===== config.mk =====
export PLATFORM = sky130hd
export DESIGN_NAME = roulette_parent_selector
export DESIGN_NICKNAME = d
export VERILOG_FILES = /design/src/rtl/rps_pkg.sv /design/src/rtl/roulette_parent_selector.sv /design/src/rtl/rps_ram.sv /design/src/rtl/rps_ctrl.sv /design/src/rtl/rps_datapath.sv
export SDC_FILE = /design/constraint.sdc
export NUM_CORES = 2
export LEC_CHECK = 0
export ABC_CLOCK_PERIOD_IN_PS = 6120
export BUFFER_PORTS_ARGS = -buffer_cell sky130_fd_sc_hd__buf_2
export CELL_PAD_IN_SITES_DETAIL_PLACEMENT = 0
export CELL_PAD_IN_SITES_GLOBAL_PLACEMENT = 1
export CORE_MARGIN = 8
export CORE_UTILIZATION = 31
export DETAILED_ROUTE_END_ITERATION = 6
export PLACE_DENSITY = 0.52
export RECOVER_POWER = 25
export SYNTH_ARGS = -nofsm -noshare
export SYNTH_HDL_FRONTEND = slang
export SYNTH_SLANG_ARGS = --single-unit

===== constraint.sdc =====
create_clock -name clk -period 6.12 [get_ports clk]
set_input_delay 0.612 -clock clk [delete_from_list [all_inputs] [get_ports clk]]
set_output_delay 0.612 -clock clk [all_outputs]
set_load 0.01 [all_outputs]

===== src/rtl/rps_pkg.sv =====
// Shared constants, codes and control structures of the roulette parent selector
package rps_pkg;

    localparam int TABLE_ENTRIES_DEF = 32;
    localparam int KEY_BITS_DEF      = 16;
    localparam int FITNESS_BITS_DEF  = 16;
    localparam int DRAW_BITS_DEF     = 15;

    localparam int          REDRAW_LIMIT = 64;
    localparam int          TRY_W        = $clog2(REDRAW_LIMIT);
    localparam logic [31:0] LFSR_TAPS    = 32'h8020_0003;

    localparam logic [1:0] OP_ADD    = 2'd0;
    localparam logic [1:0] OP_REMOVE = 2'd1;
    localparam logic [1:0] OP_UPDATE = 2'd2;
    localparam logic [1:0] OP_SELECT = 2'd3;

    localparam logic [1:0] ST_OK   = 2'd0;
    localparam logic [1:0] ST_KEY  = 2'd1;
    localparam logic [1:0] ST_FULL = 2'd2;
    localparam logic [1:0] ST_FEW  = 2'd3;

    localparam logic [2:0] RD_IDX    = 3'd0;
    localparam logic [2:0] RD_PREV   = 3'd1;
    localparam logic [2:0] RD_NEXT   = 3'd2;
    localparam logic [2:0] RD_MOTHER = 3'd3;
    localparam logic [2:0] RD_FATHER = 3'd4;

    localparam logic WR_NEW  = 1'b0;
    localparam logic WR_MOVE = 1'b1;

    typedef struct packed {
        logic       cap;
        logic       idx_clr;
        logic       idx_inc;
        logic       idx_dec;
        logic       idx_load_count;
        logic       idx_load_pos;
        logic [2:0] rd_sel;
        logic       ram_we;
        logic       wr_sel;
        logic       find_ev;
        logic       sum_acc;
        logic       draw;
        logic       spin_ev;
        logic       set_mother;
        logic       set_father;
        logic       try_inc;
        logic       fb_ev;
        logic       count_inc;
        logic       count_dec;
        logic       set_status;
        logic [1:0] status_val;
        logic       load_mkey;
        logic       load_fkey;
    } cmd_t;

    typedef struct packed {
        logic [1:0] op_in;
        logic [1:0] op;
        logic       idx_at_count;
        logic       idx_is_pos;
        logic       idx_last;
        logic       hit;
        logic       found;
        logic       full;
        logic       few;
        logic       spin_hit;
        logic       father_phase;
        logic       pick_differs;
        logic       tries_last;
        logic       fb_ok;
    } stat_t;

endpackage


===== src/rtl/roulette_parent_selector.sv =====
// Top level of the roulette parent selector: controller joined to datapath
//
// Usage: raise start with operation, key and fitness while busy is low; the
// word is taken at that edge and busy rises on the next cycle. Operations:
// add, remove, update fitness, select two parents. When the work is finished
// done pulses for exactly one cycle with status, mother_key and father_key;
// the receiver cannot stall and must take the word in that cycle.
// Steps: add, remove and update run a search pass over the entries that
// stops at the key, then for add or remove a shift pass through the table
// RAM that reads and then writes each entry moved. Select runs a sum pass
// over the fitness values (and ends there when fewer than two entries are
// positive), then roulette draws that each scan the entries up to the one
// they land on, with up to 65 draws and a fallback scan of the entries, then
// fetches the keys. One word is worked on at a time.
// random_seed_wr_en loads random_seed into the LFSR (zero loads as one);
// write it only while idle.
// Reset empties the table and loads the LFSR with one; table contents need
// no clearing since only entries below the count are read.
module roulette_parent_selector #(
    parameter int TABLE_ENTRIES = rps_pkg::TABLE_ENTRIES_DEF,
    parameter int KEY_BITS      = rps_pkg::KEY_BITS_DEF,
    parameter int FITNESS_BITS  = rps_pkg::FITNESS_BITS_DEF,
    parameter int DRAW_BITS     = rps_pkg::DRAW_BITS_DEF
) (
    input  logic                    clk,
    input  logic                    rst_n,
    input  logic                    start,
    output logic                    busy,
    input  logic [1:0]              operation,
    input  logic [KEY_BITS-1:0]     key,
    input  logic [FITNESS_BITS-1:0] fitness,
    input  logic                    random_seed_wr_en,
    input  logic [31:0]             random_seed,
    output logic                    done,
    output logic [1:0]              status,
    output logic [KEY_BITS-1:0]     mother_key,
    output logic [KEY_BITS-1:0]     father_key
);

    rps_pkg::cmd_t  cmd;
    rps_pkg::stat_t st;

    rps_ctrl u_ctrl (
        .clk  (clk),
        .rst_n(rst_n),
        .start(start),
        .st   (st),
        .cmd  (cmd),
        .busy (busy),
        .done (done)
    );

    rps_datapath #(
        .TABLE_ENTRIES(TABLE_ENTRIES),
        .KEY_BITS     (KEY_BITS),
        .FITNESS_BITS (FITNESS_BITS),
        .DRAW_BITS    (DRAW_BITS)
    ) u_datapath (
        .clk              (clk),
        .rst_n            (rst_n),
        .cmd              (cmd),
        .st               (st),
        .operation        (operation),
        .key              (key),
        .fitness          (fitness),
        .random_seed_wr_en(random_seed_wr_en),
        .random_seed      (random_seed),
        .status           (status),
        .mother_key       (mother_key),
        .father_key       (father_key)
    );

endmodule


===== src/rtl/rps_ram.sv =====
// Generic single-write, single-read RAM with registered read data
module rps_ram #(
    parameter int WIDTH = 32,
    parameter int DEPTH = 32
) (
    input  logic                     clk,
    input  logic                     we,
    input  logic [$clog2(DEPTH)-1:0] waddr,
    input  logic [WIDTH-1:0]         wdata,
    input  logic [$clog2(DEPTH)-1:0] raddr,
    output logic [WIDTH-1:0]         rdata
);

    logic [WIDTH-1:0] mem [DEPTH];
    logic [WIDTH-1:0] rdata_reg;

    always_ff @(posedge clk)
    begin
        if (we)
        begin
            mem[waddr] <= wdata;
        end
        rdata_reg <= mem[raddr];
    end

    assign rdata = rdata_reg;

endmodule


===== src/rtl/rps_ctrl.sv =====
// Controller state machine sequencing table edits and roulette draws
module rps_ctrl (
    input  logic           clk,
    input  logic           rst_n,
    input  logic           start,
    input  rps_pkg::stat_t st,
    output rps_pkg::cmd_t  cmd,
    output logic           busy,
    output logic           done
);

    localparam logic [4:0] S_IDLE    = 5'd0;
    localparam logic [4:0] S_FIND_RD = 5'd1;
    localparam logic [4:0] S_FIND_EV = 5'd2;
    localparam logic [4:0] S_DECIDE  = 5'd3;
    localparam logic [4:0] S_SHUP_RD = 5'd4;
    localparam logic [4:0] S_SHUP_WR = 5'd5;
    localparam logic [4:0] S_SHDN_RD = 5'd6;
    localparam logic [4:0] S_SHDN_WR = 5'd7;
    localparam logic [4:0] S_SUM_RD  = 5'd8;
    localparam logic [4:0] S_SUM_EV  = 5'd9;
    localparam logic [4:0] S_SUM_END = 5'd10;
    localparam logic [4:0] S_DRAW    = 5'd11;
    localparam logic [4:0] S_SPIN_RD = 5'd12;
    localparam logic [4:0] S_SPIN_EV = 5'd13;
    localparam logic [4:0] S_PICKED  = 5'd14;
    localparam logic [4:0] S_FB_RD   = 5'd15;
    localparam logic [4:0] S_FB_EV   = 5'd16;
    localparam logic [4:0] S_KEYM    = 5'd17;
    localparam logic [4:0] S_KEYF    = 5'd18;
    localparam logic [4:0] S_KEYW    = 5'd19;
    localparam logic [4:0] S_DONE    = 5'd20;

    logic [4:0] state_reg;
    logic [4:0] state_next;

    always_ff @(posedge clk or negedge rst_n)
    begin
        if (!rst_n)
        begin
            state_reg <= S_IDLE;
        end
        else
        begin
            state_reg <= state_next;
        end
    end

    assign busy = (state_reg != S_IDLE);
    assign done = (state_reg == S_DONE);

    always_comb
    begin
        cmd        = '0;
        state_next = state_reg;
        case (state_reg)
            S_IDLE:
            begin
                if (start)
                begin
                    cmd.cap = 1'b1;
                    if (st.op_in == rps_pkg::OP_SELECT)
                    begin
                        state_next = S_SUM_RD;
                    end
                    else
                    begin
                        state_next = S_FIND_RD;
                    end
                end
            end
            S_FIND_RD:
            begin
                cmd.rd_sel = rps_pkg::RD_IDX;
                if (st.idx_at_count)
                begin
                    state_next = S_DECIDE;
                end
                else
                begin
                    state_next = S_FIND_EV;
                end
            end
            S_FIND_EV:
            begin
                cmd.find_ev = 1'b1;
                if (st.hit)
                begin
                    state_next = S_DECIDE;
                end
                else
                begin
                    state_next = S_FIND_RD;
                end
            end
            S_DECIDE:
            begin
                case (st.op)
                    rps_pkg::OP_ADD:
                    begin
                        if (st.found)
                        begin
                            cmd.set_status = 1'b1;
                            cmd.status_val = rps_pkg::ST_KEY;
                            state_next     = S_DONE;
                        end
                        else if (st.full)
                        begin
                            cmd.set_status = 1'b1;
                            cmd.status_val = rps_pkg::ST_FULL;
                            state_next     = S_DONE;
                        end
                        else
                        begin
                            cmd.idx_load_count = 1'b1;
                            state_next         = S_SHUP_RD;
                        end
                    end
                    rps_pkg::OP_REMOVE:
                    begin
                        if (st.found)
                        begin
                            cmd.idx_load_pos = 1'b1;
                            state_next       = S_SHDN_RD;
                        end
                        else
                        begin
                            state_next = S_DONE;
                        end
                    end
                    default:
                    begin
                        if (st.found)
                        begin
                            cmd.ram_we = 1'b1;
                            cmd.wr_sel = rps_pkg::WR_NEW;
                        end
                        else
                        begin
                            cmd.set_status = 1'b1;
                            cmd.status_val = rps_pkg::ST_KEY;
                        end
                        state_next = S_DONE;
                    end
                endcase
            end
            S_SHUP_RD:
            begin
                if (st.idx_is_pos)
                begin
                    cmd.ram_we    = 1'b1;
                    cmd.wr_sel    = rps_pkg::WR_NEW;
                    cmd.count_inc = 1'b1;
                    state_next    = S_DONE;
                end
                else
                begin
                    cmd.rd_sel = rps_pkg::RD_PREV;
                    state_next = S_SHUP_WR;
                end
            end
            S_SHUP_WR:
            begin
                cmd.ram_we  = 1'b1;
                cmd.wr_sel  = rps_pkg::WR_MOVE;
                cmd.idx_dec = 1'b1;
                state_next  = S_SHUP_RD;
            end
            S_SHDN_RD:
            begin
                if (st.idx_last)
                begin
                    cmd.count_dec = 1'b1;
                    state_next    = S_DONE;
                end
                else
                begin
                    cmd.rd_sel = rps_pkg::RD_NEXT;
                    state_next = S_SHDN_WR;
                end
            end
            S_SHDN_WR:
            begin
                cmd.ram_we  = 1'b1;
                cmd.wr_sel  = rps_pkg::WR_MOVE;
                cmd.idx_inc = 1'b1;
                state_next  = S_SHDN_RD;
            end
            S_SUM_RD:
            begin
                cmd.rd_sel = rps_pkg::RD_IDX;
                if (st.idx_at_count)
                begin
                    state_next = S_SUM_END;
                end
                else
                begin
                    state_next = S_SUM_EV;
                end
            end
            S_SUM_EV:
            begin
                cmd.sum_acc = 1'b1;
                state_next  = S_SUM_RD;
            end
            S_SUM_END:
            begin
                if (st.few)
                begin
                    cmd.set_status = 1'b1;
                    cmd.status_val = rps_pkg::ST_FEW;
                    state_next     = S_DONE;
                end
                else
                begin
                    state_next = S_DRAW;
                end
            end
            S_DRAW:
            begin
                cmd.draw    = 1'b1;
                cmd.idx_clr = 1'b1;
                state_next  = S_SPIN_RD;
            end
            S_SPIN_RD:
            begin
                cmd.rd_sel = rps_pkg::RD_IDX;
                state_next = S_SPIN_EV;
            end
            S_SPIN_EV:
            begin
                cmd.spin_ev = 1'b1;
                if (st.spin_hit)
                begin
                    state_next = S_PICKED;
                end
                else
                begin
                    state_next = S_SPIN_RD;
                end
            end
            S_PICKED:
            begin
                if (!st.father_phase)
                begin
                    cmd.set_mother = 1'b1;
                    state_next     = S_DRAW;
                end
                else if (st.pick_differs)
                begin
                    cmd.set_father = 1'b1;
                    state_next     = S_KEYM;
                end
                else if (st.tries_last)
                begin
                    cmd.idx_clr = 1'b1;
                    state_next  = S_FB_RD;
                end
                else
                begin
                    cmd.try_inc = 1'b1;
                    state_next  = S_DRAW;
                end
            end
            S_FB_RD:
            begin
                cmd.rd_sel = rps_pkg::RD_IDX;
                state_next = S_FB_EV;
            end
            S_FB_EV:
            begin
                cmd.fb_ev = 1'b1;
                if (st.fb_ok)
                begin
                    state_next = S_KEYM;
                end
                else
                begin
                    state_next = S_FB_RD;
                end
            end
            S_KEYM:
            begin
                cmd.rd_sel = rps_pkg::RD_MOTHER;
                state_next = S_KEYF;
            end
            S_KEYF:
            begin
                cmd.load_mkey = 1'b1;
                cmd.rd_sel    = rps_pkg::RD_FATHER;
                state_next    = S_KEYW;
            end
            S_KEYW:
            begin
                cmd.load_fkey = 1'b1;
                state_next    = S_DONE;
            end
            S_DONE:
            begin
                state_next = S_IDLE;
            end
            default:
            begin
                state_next = S_IDLE;
            end
        endcase
    end

endmodule


===== src/rtl/rps_datapath.sv =====
// Datapath: entry table, counters, fitness sum, LFSR and roulette arithmetic
module rps_datapath #(
    parameter int TABLE_ENTRIES = rps_pkg::TABLE_ENTRIES_DEF,
    parameter int KEY_BITS      = rps_pkg::KEY_BITS_DEF,
    parameter int FITNESS_BITS  = rps_pkg::FITNESS_BITS_DEF,
    parameter int DRAW_BITS     = rps_pkg::DRAW_BITS_DEF
) (
    input  logic                    clk,
    input  logic                    rst_n,
    input  rps_pkg::cmd_t           cmd,
    output rps_pkg::stat_t          st,
    input  logic [1:0]              operation,
    input  logic [KEY_BITS-1:0]     key,
    input  logic [FITNESS_BITS-1:0] fitness,
    input  logic                    random_seed_wr_en,
    input  logic [31:0]             random_seed,
    output logic [1:0]              status,
    output logic [KEY_BITS-1:0]     mother_key,
    output logic [KEY_BITS-1:0]     father_key
);

    localparam int IW = $clog2(TABLE_ENTRIES);
    localparam int CW = $clog2(TABLE_ENTRIES + 1);
    localparam int TW = FITNESS_BITS + CW;
    localparam int PW = TW + DRAW_BITS;
    localparam int EW = KEY_BITS + FITNESS_BITS;

    logic [1:0]              op_reg;
    logic [KEY_BITS-1:0]     key_reg;
    logic [FITNESS_BITS-1:0] fit_reg;
    logic [CW-1:0]           count_reg;
    logic [CW-1:0]           idx_reg;
    logic [CW-1:0]           pos_reg;
    logic                    found_reg;
    logic [TW-1:0]           total_reg;
    logic [1:0]              poscnt_reg;
    logic [TW-1:0]           choice_reg;
    logic [31:0]             lfsr_reg;
    logic [IW-1:0]           pick_reg;
    logic [IW-1:0]           m_reg;
    logic [IW-1:0]           f_reg;
    logic                    phase_reg;
    logic [rps_pkg::TRY_W-1:0] tries_reg;
    logic [1:0]              status_reg;
    logic [KEY_BITS-1:0]     mkey_reg;
    logic [KEY_BITS-1:0]     fkey_reg;

    logic [EW-1:0]           rdata;
    logic [EW-1:0]           wdata;
    logic [IW-1:0]           raddr;
    logic [IW-1:0]           waddr;
    logic [KEY_BITS-1:0]     rkey;
    logic [FITNESS_BITS-1:0] rfit;
    logic [CW:0]             idx_plus;
    logic [CW-1:0]           idx_prev;
    logic [31:0]             lfsr_next;
    logic [PW-1:0]           product;

    assign rkey     = rdata[EW-1:FITNESS_BITS];
    assign rfit     = rdata[FITNESS_BITS-1:0];
    assign idx_plus = {1'b0, idx_reg} + {{CW{1'b0}}, 1'b1};
    assign idx_prev = idx_reg - {{(CW-1){1'b0}}, 1'b1};

    assign lfsr_next = (lfsr_reg >> 1) ^ (lfsr_reg[0] ? rps_pkg::LFSR_TAPS : 32'd0);
    assign product   = {{DRAW_BITS{1'b0}}, total_reg} *
                       {{TW{1'b0}}, lfsr_next[DRAW_BITS-1:0]};

    always_comb
    begin
        case (cmd.rd_sel)
            rps_pkg::RD_IDX:    raddr = idx_reg[IW-1:0];
            rps_pkg::RD_PREV:   raddr = idx_prev[IW-1:0];
            rps_pkg::RD_NEXT:   raddr = idx_plus[IW-1:0];
            rps_pkg::RD_MOTHER: raddr = m_reg;
            rps_pkg::RD_FATHER: raddr = f_reg;
            default:            raddr = idx_reg[IW-1:0];
        endcase
    end

    assign waddr = (cmd.wr_sel == rps_pkg::WR_MOVE) ? idx_reg[IW-1:0] : pos_reg[IW-1:0];
    assign wdata = (cmd.wr_sel == rps_pkg::WR_MOVE) ? rdata : {key_reg, fit_reg};

    rps_ram #(
        .WIDTH(EW),
        .DEPTH(TABLE_ENTRIES)
    ) u_table (
        .clk  (clk),
        .we   (cmd.ram_we),
        .waddr(waddr),
        .wdata(wdata),
        .raddr(raddr),
        .rdata(rdata)
    );

    assign st.op_in        = operation;
    assign st.op           = op_reg;
    assign st.idx_at_count = (idx_reg == count_reg);
    assign st.idx_is_pos   = (idx_reg == pos_reg);
    assign st.idx_last     = (idx_plus >= {1'b0, count_reg});
    assign st.hit          = (rkey == key_reg);
    assign st.found        = found_reg;
    assign st.full         = (count_reg == CW'(TABLE_ENTRIES));
    assign st.few          = (poscnt_reg < 2'd2);
    assign st.spin_hit     = (choice_reg < {{CW{1'b0}}, rfit});
    assign st.father_phase = phase_reg;
    assign st.pick_differs = (pick_reg != m_reg);
    assign st.tries_last   = (tries_reg == rps_pkg::TRY_W'(rps_pkg::REDRAW_LIMIT - 1));
    assign st.fb_ok        = (idx_reg[IW-1:0] != m_reg) && (rfit != '0);

    always_ff @(posedge clk or negedge rst_n)
    begin
        if (!rst_n)
        begin
            count_reg  <= '0;
            lfsr_reg   <= 32'd1;
            idx_reg    <= '0;
            pos_reg    <= '0;
            found_reg  <= 1'b0;
            phase_reg  <= 1'b0;
            tries_reg  <= '0;
            poscnt_reg <= '0;
            status_reg <= rps_pkg::ST_OK;
        end
        else
        begin
            if (random_seed_wr_en)
            begin
                lfsr_reg <= (random_seed == 32'd0) ? 32'd1 : random_seed;
            end
            if (cmd.cap)
            begin
                op_reg     <= operation;
                key_reg    <= key;
                fit_reg    <= fitness;
                idx_reg    <= '0;
                pos_reg    <= '0;
                found_reg  <= 1'b0;
                total_reg  <= '0;
                poscnt_reg <= '0;
                phase_reg  <= 1'b0;
                tries_reg  <= '0;
                status_reg <= rps_pkg::ST_OK;
                mkey_reg   <= '0;
                fkey_reg   <= '0;
            end
            if (cmd.idx_clr)
            begin
                idx_reg <= '0;
            end
            if (cmd.idx_inc)
            begin
                idx_reg <= idx_plus[CW-1:0];
            end
            if (cmd.idx_dec)
            begin
                idx_reg <= idx_prev;
            end
            if (cmd.idx_load_count)
            begin
                idx_reg <= count_reg;
            end
            if (cmd.idx_load_pos)
            begin
                idx_reg <= pos_reg;
            end
            if (cmd.find_ev)
            begin
                if (rkey == key_reg)
                begin
                    found_reg <= 1'b1;
                end
                else
                begin
                    if (rkey < key_reg)
                    begin
                        pos_reg <= pos_reg + {{(CW-1){1'b0}}, 1'b1};
                    end
                    idx_reg <= idx_plus[CW-1:0];
                end
            end
            if (cmd.sum_acc)
            begin
                total_reg <= total_reg + {{CW{1'b0}}, rfit};
                if ((rfit != '0) && (poscnt_reg != 2'd2))
                begin
                    poscnt_reg <= poscnt_reg + 2'd1;
                end
                idx_reg <= idx_plus[CW-1:0];
            end
            if (cmd.draw)
            begin
                lfsr_reg   <= lfsr_next;
                choice_reg <= product[PW-1:DRAW_BITS];
            end
            if (cmd.spin_ev)
            begin
                if (choice_reg < {{CW{1'b0}}, rfit})
                begin
                    pick_reg <= idx_reg[IW-1:0];
                end
                else
                begin
                    choice_reg <= choice_reg - {{CW{1'b0}}, rfit};
                    idx_reg    <= idx_plus[CW-1:0];
                end
            end
            if (cmd.set_mother)
            begin
                m_reg     <= pick_reg;
                phase_reg <= 1'b1;
                tries_reg <= '0;
            end
            if (cmd.set_father)
            begin
                f_reg <= pick_reg;
            end
            if (cmd.try_inc)
            begin
                tries_reg <= tries_reg + {{(rps_pkg::TRY_W-1){1'b0}}, 1'b1};
            end
            if (cmd.fb_ev)
            begin
                if (st.fb_ok)
                begin
                    f_reg <= idx_reg[IW-1:0];
                end
                else
                begin
                    idx_reg <= idx_plus[CW-1:0];
                end
            end
            if (cmd.count_inc)
            begin
                count_reg <= count_reg + {{(CW-1){1'b0}}, 1'b1};
            end
            if (cmd.count_dec)
            begin
                count_reg <= count_reg - {{(CW-1){1'b0}}, 1'b1};
            end
            if (cmd.set_status)
            begin
                status_reg <= cmd.status_val;
            end
            if (cmd.load_mkey)
            begin
                mkey_reg <= rkey;
            end
            if (cmd.load_fkey)
            begin
                fkey_reg <= rkey;
            end
        end
    end

    assign status     = status_reg;
    assign mother_key = mkey_reg;
    assign father_key = fkey_reg;

endmodule


After elaboration in Yosys (flattened, before gate mapping)
Memories as Yosys holds them, arrays and structs flattened. A register that Yosys moved wholly into a read port is not among the register bits.
Cells that the tools add are included.
{ "totals": {"register_bits": 192, "latch_bits": 0, "mem_bits_rw": 1024, "romBits": 0, "memories": 1} }
{ "mem_list": {"columns": ["memory", "depth", "width", "read_ports", "rd_ports_with_merged_regs", "write_ports", "line", "rtl"], "rows": [
  ["u_datapath.u_table.mem", 32, 32, 1, 1, 1, "rps_ram.sv:14", "logic [WIDTH-1:0] mem [DEPTH];"]
]} }
{ "classes": {"n_addsub": 9, "n_mul": 1, "div": 0, "order_cmp": 4, "eq_ne": 35, "n_shift": 0, "n_mux": 114, "n_bitwise": 1, "reduce_logical": 23} }
{ "op_table": {"columns": ["cell", "count"], "rows": [
  ["$mux 32", 5],
  ["$mux 6", 22],
  ["$mux 22", 5],
  ["$pmux 5 s20", 1],
  ["$mux 5", 14],
  ["$mux 16", 3],
  ["$eq 5x4->1 const B", 8],
  ["$mul 22x15->37", 1],
  ["$mux 1", 36],
  ["$logic_not 32->1", 1],
  ["$xor 31x32->32", 1],
  ["$mux 2", 14],
  ["$eq 5x5->1 const B", 5],
  ["$add 22x16->22", 1],
  ["$lt 22x16->1", 1],
  ["$sub 22x16->22", 1],
  ["$eq 5x3->1 const B", 4],
  ["$pmux 5 s4", 1],
  ["$add 6x1->6 const B", 3],
  ["$mux 3", 6],
  ["$eq 16x16->1", 1],
  ["$lt 16x16->1", 1],
  ["$reduce_bool 16->1", 1],
  ["$reduce_bool 2->1", 7],
  ["30 further kinds", 44]
]} }

Logic depth before layout (Yosys ltp)
{ "logic_depth": {"ltp_word": 17, "ltp_mapped": 27} }

By module
Synthesis repeated with hierarchy kept, for this count alone.
{ "hier_totals": {"hier_cells": 4687, "area_unflattened_um2": 63048.0} }
{ "by_module_without_submodules": {"columns": ["module", "n_inst", "cells_each", "area_each_um2", "seq_area_each_um2"], "rows": [
  ["rps_ram", 1, 2260, 40492.6, 31390.1],
  ["rps_datapath", 1, 2289, 21629.5, 5306.3],
  ["rps_ctrl", 1, 138, 925.9, 125.1]
]} }

Least setup slack after synthesis
No wires, ideal clock.
{ "synth_timing": {"path_type": "reg-to-reg", "start": "register u_datapath.lfsr_reg[0]", "end": "register u_datapath.choice_reg[19], data pin", "t_arrival_ns": 6.377, "t_required_ns": 5.866, "setup_slack_ns": -0.511, "stages_incl_launch_ff": 24, "n_path_buf": 2, "period_less_slack_ns": 6.631, "path_cell_list": "dfstp_2 -> buf_2 -> xor2_1 -> clkbuf_1 -> and2_1 -> fa_1 -> fa_1 -> fa_1 -> fa_1 -> fa_1 -> inv_1 -> fa_1 -> inv_1 -> ha_1 -> a21oi_1 -> o21ai_0 -> o21bai_1 -> a21oi_1 -> o21ai_0 -> a31oi_1 -> a2111oi_0 -> o31ai_1 -> xor2_1 -> a21o_1"} }
{ "synth_via": {"elab_chain_len": 6} }
{ "synth_lines": {"columns": ["element", "line", "rtl"], "rows": [
  ["start, declared", "rps_datapath.sv:38", "logic [31:0] lfsr_reg;"],
  ["start signal, assigned", "rps_datapath.sv:128", "lfsr_reg <= (random_seed == 32'd0) ? 32'd1 : random_seed;"],
  ["start signal, assigned", "rps_datapath.sv:192", "lfsr_reg <= lfsr_next;"],
  ["$mux 32 (*)", "rps_datapath.sv:64", "assign lfsr_next = (lfsr_reg >> 1) ^ (lfsr_reg[0] ? rps_pkg::LFSR_TAPS : 32'd0);"],
  ["$xor 31x32->32 (*)", "rps_datapath.sv:64", null],
  ["$mul 22x15->37 (*)", "rps_datapath.sv:65", "assign product = {{DRAW_BITS{1'b0}}, total_reg} *"],
  ["$mux 22 (*)", "rps_datapath.sv:190", "if (cmd.draw)"],
  ["$mux 22", "rps_datapath.sv:197", "if (choice_reg < {{CW{1'b0}}, rfit})"],
  ["$mux 22 (*)", "rps_datapath.sv:195", "if (cmd.spin_ev)"],
  ["end signal, assigned", "rps_datapath.sv:193", "choice_reg <= product[PW-1:DRAW_BITS];"],
  ["end signal, assigned", "rps_datapath.sv:203", "choice_reg <= choice_reg - {{CW{1'b0}}, rfit};"],
  ["end, declared", "rps_datapath.sv:37", "logic [TW-1:0] choice_reg;"]
]} }
Every way passes the cells marked *; elsewhere a longest branch is shown, timed or not.
A chain may end at the register's enable or synchronous reset.

Final worst setup path
{ "layout_timing": {"start": "register u_datapath.lfsr_reg[0]", "end": "register u_datapath.choice_reg[18], data pin"} }
The elaborated chain is that of the path after synthesis.

==> metrics.txt <==
critical path depth 28; ys async rst share 5.37%; WL/cell 24.1 µm; Worst Path Required 6.63 ns; Cells after Synth 5078; crit path DAT 7.17 ns; R2R cell count 28; via count 40900; Seq/Total Area, Yosys 58.7%; Setup crit start u_datapath.lfsr_reg[0]$_DFFE_PN1P_; main area contributors after synthesis edfxtp_1, fa_1, nand2_1, ha_1, and2_1; Fin Hold WS 0.150 ns; pre-CTS setup slack -0.732 ns; crit path capture u_datapath.choice_reg[18]$_DFFE_PP_; remaining global-route overflow 0; max-cap viol count 4; post-synthesis cell type count 77; cell taking the most area after synthesis edfxtp_1; RSZ-0062 raised after global routing yes; drt drc 0; clock slew at reported path FFs 0.05 ns; DP Wirelength 124000 µm; Starting Density 31.1%; TritonCTS buffer count 145; Critical Path Max Stage Delay 0.63 ns; drt first pass iters 5; routability cong. 0.783; initial antenna violation count 5; Worst Hold Launch random_seed[24]; pin count of the biggest net entering global routing 78; Largest register FFs 1024; crit-path max FO 8; WP buf/inv 9; CTS tree done; Mapped Avg Cell Area 12.3 µm²; Die X-Extent 466 µm; P&R area growth vs syn 18.2%; GRT Total Usage 17.9%; Slew HR -109%; Hold Crit Class primary input to flip-flop; CTS sink cnt 1248; reg2reg setup slack -0.54 ns; antenna-violating nets left 0; Cell Area, Placed 68700 µm²; core area 202000 µm²; # placed instances 7858; f_max 0.150 GHz; critical path type flip-flop to flip-flop; Finished Layout Cells 8166; post-route setup slack -0.538 ns; Worst-Skew Late Latency 0.80 ns; DR iter-0 viols 3304; area share of the largest cell type after synthesis 55.0%; H-tree Lvls 4; failing checks max-capacitance violations, max-slew violations, negative setup slack; # IOs 106; Port Buffers 105; critical path startpoint category flip-flop; number of global-route vias before repair 41300; fin crit share 109%; Post-Syn Area 62700 µm²; synthesized flop and latch total 1248; overall die height 466 µm; Setup Skew 0.0505 ns; Setup-failing EPs final 24; Die Footprint 217000 µm²; measured slew at the worst slew-check pin 3.14 ns; Clock Tree Buf Depth 3; CP endpoint kind flip-flop; status finished with violations; delay-heaviest family, CP adder cells; Synthesis Warnings 0; DRT Wirelength 197000 µm; top_reg_cell synth edfxtp_1; nets 5867; EDFF count, synth 1149; reg2reg end u_datapath.choice_reg[18]$_DFFE_PP_; final instance area 74100 µm²; first-pass GRT wire length 289000 µm; slowest cell on the critical path dfstp_2; FP Rows 165; Vias/cell 5.00; syn_nets 5569; CP dominant cell by count fa_1; Fin. Hold Viols 0; minimum clock period after layout 6.66 ns; reg-to-reg startpoint u_datapath.lfsr_reg[0]$_DFFE_PN1P_; share of cells above drive strength 1 13.7%; max-slew violations 182; clock root buffer clkbuf_16
## worst min path at each step
| stage | to | slack (ns) | cells after the start |
|---|---|---|---|
| floorplan | u_ctrl.state_reg[0]$_DFFE_PN0P_ | 0.32 | 0 |
| global placement | u_datapath.lfsr_reg[26]$_DFFE_PN0P_ | 0.46 | 2 |
| detailed placement | u_datapath.lfsr_reg[24]$_DFFE_PN0P_ | 0.47 | 2 |
| CTS | u_datapath.op_reg[1]$_DFFE_PP_ | 0.03 | 1 |
| global route | u_datapath.lfsr_reg[19]$_DFFE_PN0P_ | 0.12 | 3 |
| finish | u_datapath.lfsr_reg[24]$_DFFE_PN0P_ | 0.15 | 3 |
## what timing repair did
item / CTS / global route
endpoints found under the hold margin: 42 / 0
buffers inserted: 9 / 3
hold buffers: 31 / 0
pin swaps: 43 / 33
endpoints found under the setup margin: 22 / 22
resized for setup: 63 / 42
## per-layer routing
metal,part of all wire [%],vias to the layer above,GRT usage [%]
met1,47,20800,25.6
met5,0,-,0
met3,4.6,254,2.65
met4,2.4,0,4.80
li1,-,18800,-
met2,46,927,28.4
## cell families after synthesis
kind of cell               count (synthesis)  share of synthesized area [%]
buffers and inverters                    661                           4.45
AOI/OAI and AO/OA                        952                           10.2
xor gates and xnor gates                  85                           1.19
and+or+nand+nor                         1599                           12.1
DFF                                     1248                           58.7
adders and majority gates                421                           11.5
muxes                                    112                           1.79
## per-stage QoR
step                      utilization [%]  TNS, ns
after global routing                 36.7   -18.59
after global placement               34.0    -9.33
after detailed placement             34.0    -9.57
after CTS                            36.7    -5.01
final                                36.7    -5.42
after floorplan                         -        0
## cells in the mapped netlist, drive strengths merged (11+ instances only)
library cell	number
a21oi	76
a21o	28
o22ai	99
ha	161
nor3	34
inv	348
buf	150
nand4	14
dfrtp	66
fa	260
clkbuf	163
o211ai	15
and2	419
o31ai	11
nand3	40
nor2b	13
o21ai	136
nand2b	18
and3	16
o21a	15
a211oi	235
nor2	128
edfxtp	1149
a31oi	209
nor4	50
xor2	40
nand2	830
mux2i	109
xnor2	45
a311oi	65
dfxtp	32
## placed cells by master (no fill, tap or decap), types with 66 or more instances in the layout
master        n
o22ai_1      99
clkbuf_1    103
nor2_1       92
and2_0      140
clkbuf_16   149
dfrtp_1      66
nand2_1     821
inv_1       340
mux2i_1     109
buf_4       243
a211oi_1    228
edfxtp_1   1149
o21ai_0      95
and2_1      271
a31oi_1     204
fa_1        250
ha_1        155
## worst register-to-register path, delay by kind of cell, from the launching register on
kind	cells	cell delay (ns)
adders and majority gates	7	3.06
xor gates and xnor gates	2	0.31
buffers and inverters	9	0.98
DFF	1	0.63
AOI/OAI and AO/OA	8	1.24
and+or+nand+nor	2	0.18
## cell type report
type                       instances  area (µm²)
tap                             2672        3340
timing repair buffer             464        3890
sequential                      1248       36800
clock inverter                    54         613
clock buffer                     210        4130
inverter                         348        1310
multi-input combinational       3169       24000
antenna                            1        2.50
fill                           19500      128000
Power is left out: the tool's default activity adds up to more than one toggle a clock period on the data nets, which glitch-free logic cannot reach.
